===== config.mk =====
export PLATFORM = sky130hd
export DESIGN_NAME = bpa_ram
export DESIGN_NICKNAME = d
export VERILOG_FILES = /design/src/sv/buddy_page_allocator_assert.svh /design/src/sv/bpa_ram.sv
export SDC_FILE = /design/constraint.sdc
export NUM_CORES = 1
export LEC_CHECK = 0
export ABC_CLOCK_PERIOD_IN_PS = 2800
export BUFFER_PORTS_ARGS = -buffer_cell sky130_fd_sc_hd__buf_2
export CAP_MARGIN = 20
export CORE_ASPECT_RATIO = 0.7
export CORE_UTILIZATION = 55
export CTS_BUF_LIST = sky130_fd_sc_hd__clkbuf_4
export CTS_CLUSTER_DIAMETER = 200
export DETAILED_ROUTE_END_ITERATION = 7
export PLACE_DENSITY = 0.82
export SLEW_MARGIN = 10
export SYNTH_ARGS = -nofsm -noshare
export SYNTH_HDL_FRONTEND = slang
export SYNTH_SLANG_ARGS = --single-unit

===== constraint.sdc =====
create_clock -name clk -period 2.8 [get_ports clk]
set_input_delay 0.28 -clock clk [delete_from_list [all_inputs] [get_ports clk]]
set_output_delay 0.28 -clock clk [all_outputs]
set_load 0.02 [all_outputs]

===== src/sv/buddy_page_allocator_assert.svh =====
// Assertion macros for the buddy page allocator
`ifndef BUDDY_PAGE_ALLOCATOR_ASSERT_SVH
`define BUDDY_PAGE_ALLOCATOR_ASSERT_SVH
// Check that a condition implies another on the same edge
`define BPA_ASSERT_IMPL(lbl, clk, rst, a, b) \
  lbl: assert property (@(posedge clk) disable iff (rst) (a) |-> (b)) \
    else $error("assertion failed");
// Check that a condition implies another on the next edge
`define BPA_ASSERT_NEXT(lbl, clk, rst, a, b) \
  lbl: assert property (@(posedge clk) disable iff (rst) (a) |=> (b)) \
    else $error("assertion failed");
`endif


===== src/sv/bpa_ram.sv =====
// Generic single-write RAM with registered read
module bpa_ram #(
  parameter int Width = 8,
  parameter int Depth = 16
) (
  input  logic                     clk,
  input  logic                     we,
  input  logic [$clog2(Depth)-1:0] waddr,
  input  logic [Width-1:0]         wdata,
  input  logic [$clog2(Depth)-1:0] raddr,
  output logic [Width-1:0]         rdata
);
  logic [Width-1:0] mem [Depth];

  // write then read port
  always_ff @(posedge clk) begin
    if (we) begin
      mem[waddr] <= wdata;
    end
    rdata <= mem[raddr];
  end
endmodule

==> results.cfg <==
[outcome]
status = complete, no violations

[clock_tree]
cts_resized = 0
clock-sinks = 136
h-tree-depth = 4
cts-root-buf = clkbuf_4
cts_hold_buf = 0
clock_latency_ns = 0.53
cts_setup_buffers = 0
cts_buffers = 17
cts_tree = built
clk_pin_slew_ns = 0.11
max-clock-path-buffers = 2

[sta]
hold_viol_final = 0
tightest_slew_ns = 0.919
skew_ns = 0.0103
max_slew_margin = 0.385
fin_crit_ns = 1.41
rsz0062_at_grt = no
slew_viol_final = 0
tns_ns = 0
setup_viol = 0
fin_crit_sh = 0.503
fmax_mhz = 710

[synth]
netlist-cell-type-count = 19
syn-cell-area_mm2 = 0.00515
synth_seq_area_share = 0.778
ys_warn_count = 0
synthCells = 229
synth_nets = 247
synth_area_per_cell_um2 = 22.5
ys_ff_latch = 136

[critical_path]
arrival_ns = 1.13
cpMaxStageDelayCell = dfxtp_1
critPathMaxStageDelay_ns = 0.40
cp_cell_sequence = buf_2
cp.required_ns = 2.52
critPathKind = flip-flop to output pin
crit_path_max_fanout = 1
startpoint_type = flip-flop
r2r-start = mem[1][2]
crit_buf_inv = 1
timing.rr.end = rdata[2]
cp-end-kind = output pin
cp_top_family = flip-flops
ff2ff_path_depth = 3
rrSetupSlack_ns = 1.44

[route]
post_drt_wl_per_cell_um = 24.1
vias = 2431
viasPerCell = 5.94
drtAntennaViolNets = 0
drt_first_iter_violations = 230
totalWireLength_um = 9880
drc_errors = 0
firstDrtPassIters = 4

[pwr]
ir_drop_mv = 0.366
seq_power_share = 0.600
powerDensity_mw_per_mm2 = 668
p_leak_nw = 1.91
p_sw_w = 0.000810
comb_power_share = 0.058
intPower_w = 0.00300
swShare = 0.212
clockPowerShare = 0.343

[global_route]
grt_use_total = 0.221
grt-busiest-layer = met2
grt_overflow = 0
use_met1 = 0.316
first_global_vias = 2527
use_met2 = 0.324
antenna_found_initial = 0
grt_pass1_wl_um = 14900
grt_max_degree = 33
use_met3 = 0.0721

[floorplan]
rows = 29
core_mm2 = 0.00907
ios = 26
die-area_mm2 = 0.00976
fp.dieH_um = 82.9
start_util = 0.567
die_w_um = 118

[placement]
placed_area_mm2 = 0.00542
gp_congestion = 0.729
dpl.hpwl_um = 6340
io_buffers = 25

[min_path]
hold_end = mem[15][0]
min_from = wdata[0]
hold_path_class = input pin to flip-flop
holdPathStages = 1

[cells_and_area]
drive_gt1_frac = 0.291
n_antenna_cell = 0
syn2layout_area_growth_pct = 10.9
layout_common_cells = edfxtp_1 (128), buf_2 (25), clkbuf_4 (21)
final_nets = 290
layout_commonest_cell = edfxtp_1
design_area_mm2 = 0.00571

[job]
cap_violations = 0
-- registers in the layout (all words and copies together), names as in the netlist --
| name | flops |
|---|---|
| mem | 128 |
| rdata | 8 |
-- metal layers --
metal	wire length (um)	vias to the layer above
met5	0	-
met4	106	0
met3	895	9
met2	4680	110
met1	4200	1246
li1	-	1066
-- worst max path at each step --
stage                   from        end  cells past startpoint
floorplan           waddr[2]  mem[0][0]                      2
global placement    raddr[0]   rdata[0]                      5
detailed placement  raddr[0]   rdata[4]                      5
CTS                 rdata[6]   rdata[6]                      1
global route        raddr[0]   rdata[4]                      5
finish              rdata[6]   rdata[6]                      1
-- power by group through the flow --
stage | combinational (W) | sequential (W) | clock (W)
global placement | 0.000211 | 0.00233 | 0
global route | 0.000236 | 0.00229 | 0.00139
CTS | 0.000222 | 0.00229 | 0.00132
detailed placement | 0.000221 | 0.00233 | 0
floorplan | 0.000116 | 0.00234 | 0
finish | 0.000220 | 0.00229 | 0.00131
-- synthesized netlist by cell type, drive strengths merged --
master | number | area [um2]
nor3 | 4 | 20.0
nand3b | 2 | 15.0
buf | 7 | 56.3
or3b | 1 | 8.76
a22oi | 16 | 120
nand2 | 9 | 33.8
nor2 | 13 | 48.8
nor2b | 1 | 6.26
nand2b | 2 | 12.5
and2b | 1 | 7.51
clkdlybuf4s25 | 3 | 30.0
and2 | 1 | 6.26
dfxtp | 8 | 160
mux4 | 32 | 773
nand3 | 1 | 5.00
edfxtp | 128 | 3840
-- layout make-up --
class / count / area [um2]
flip-flops and latches: 136 / 4000
repair buffers: 34 / 205
fillers: 635 / 3360
multi-input cells: 83 / 1060
clock inverters: 11 / 130
well taps: 124 / 155
clock buffers: 21 / 158
-- per-stage QoR --
stage / utilization / hold WS (ns) / setup slack, ns / instances / power [W]
after detailed placement: 0.598 / 0.680 / 0.834 / 377 / 0.00256
final: 0.629 / 0.124 / 1.39 / 409 / 0.00381
after global placement: 0.598 / 0.660 / 0.845 / 377 / 0.00254
after CTS: 0.629 / 0.110 / 1.39 / 409 / 0.00383
after global routing: 0.629 / 0.105 / 1.30 / 409 / 0.00392
after floorplan: - / 0.379 / 1.03 / 229 / 0.00246
-- kinds of logic (layout without fill, tap and decap cells) --
group / after synthesis / count (layout) / share of synthesized area
AO/OA/AOI/OAI: 16 / 16 / 0.0233
buffers and inverters: 10 / 66 / 0.0168
flip-flops: 136 / 136 / 0.778
multiplexers: 32 / 32 / 0.150
AND/OR/NAND/NOR: 35 / 35 / 0.0318
Note: power is estimated with default switching activity, not from simulation.
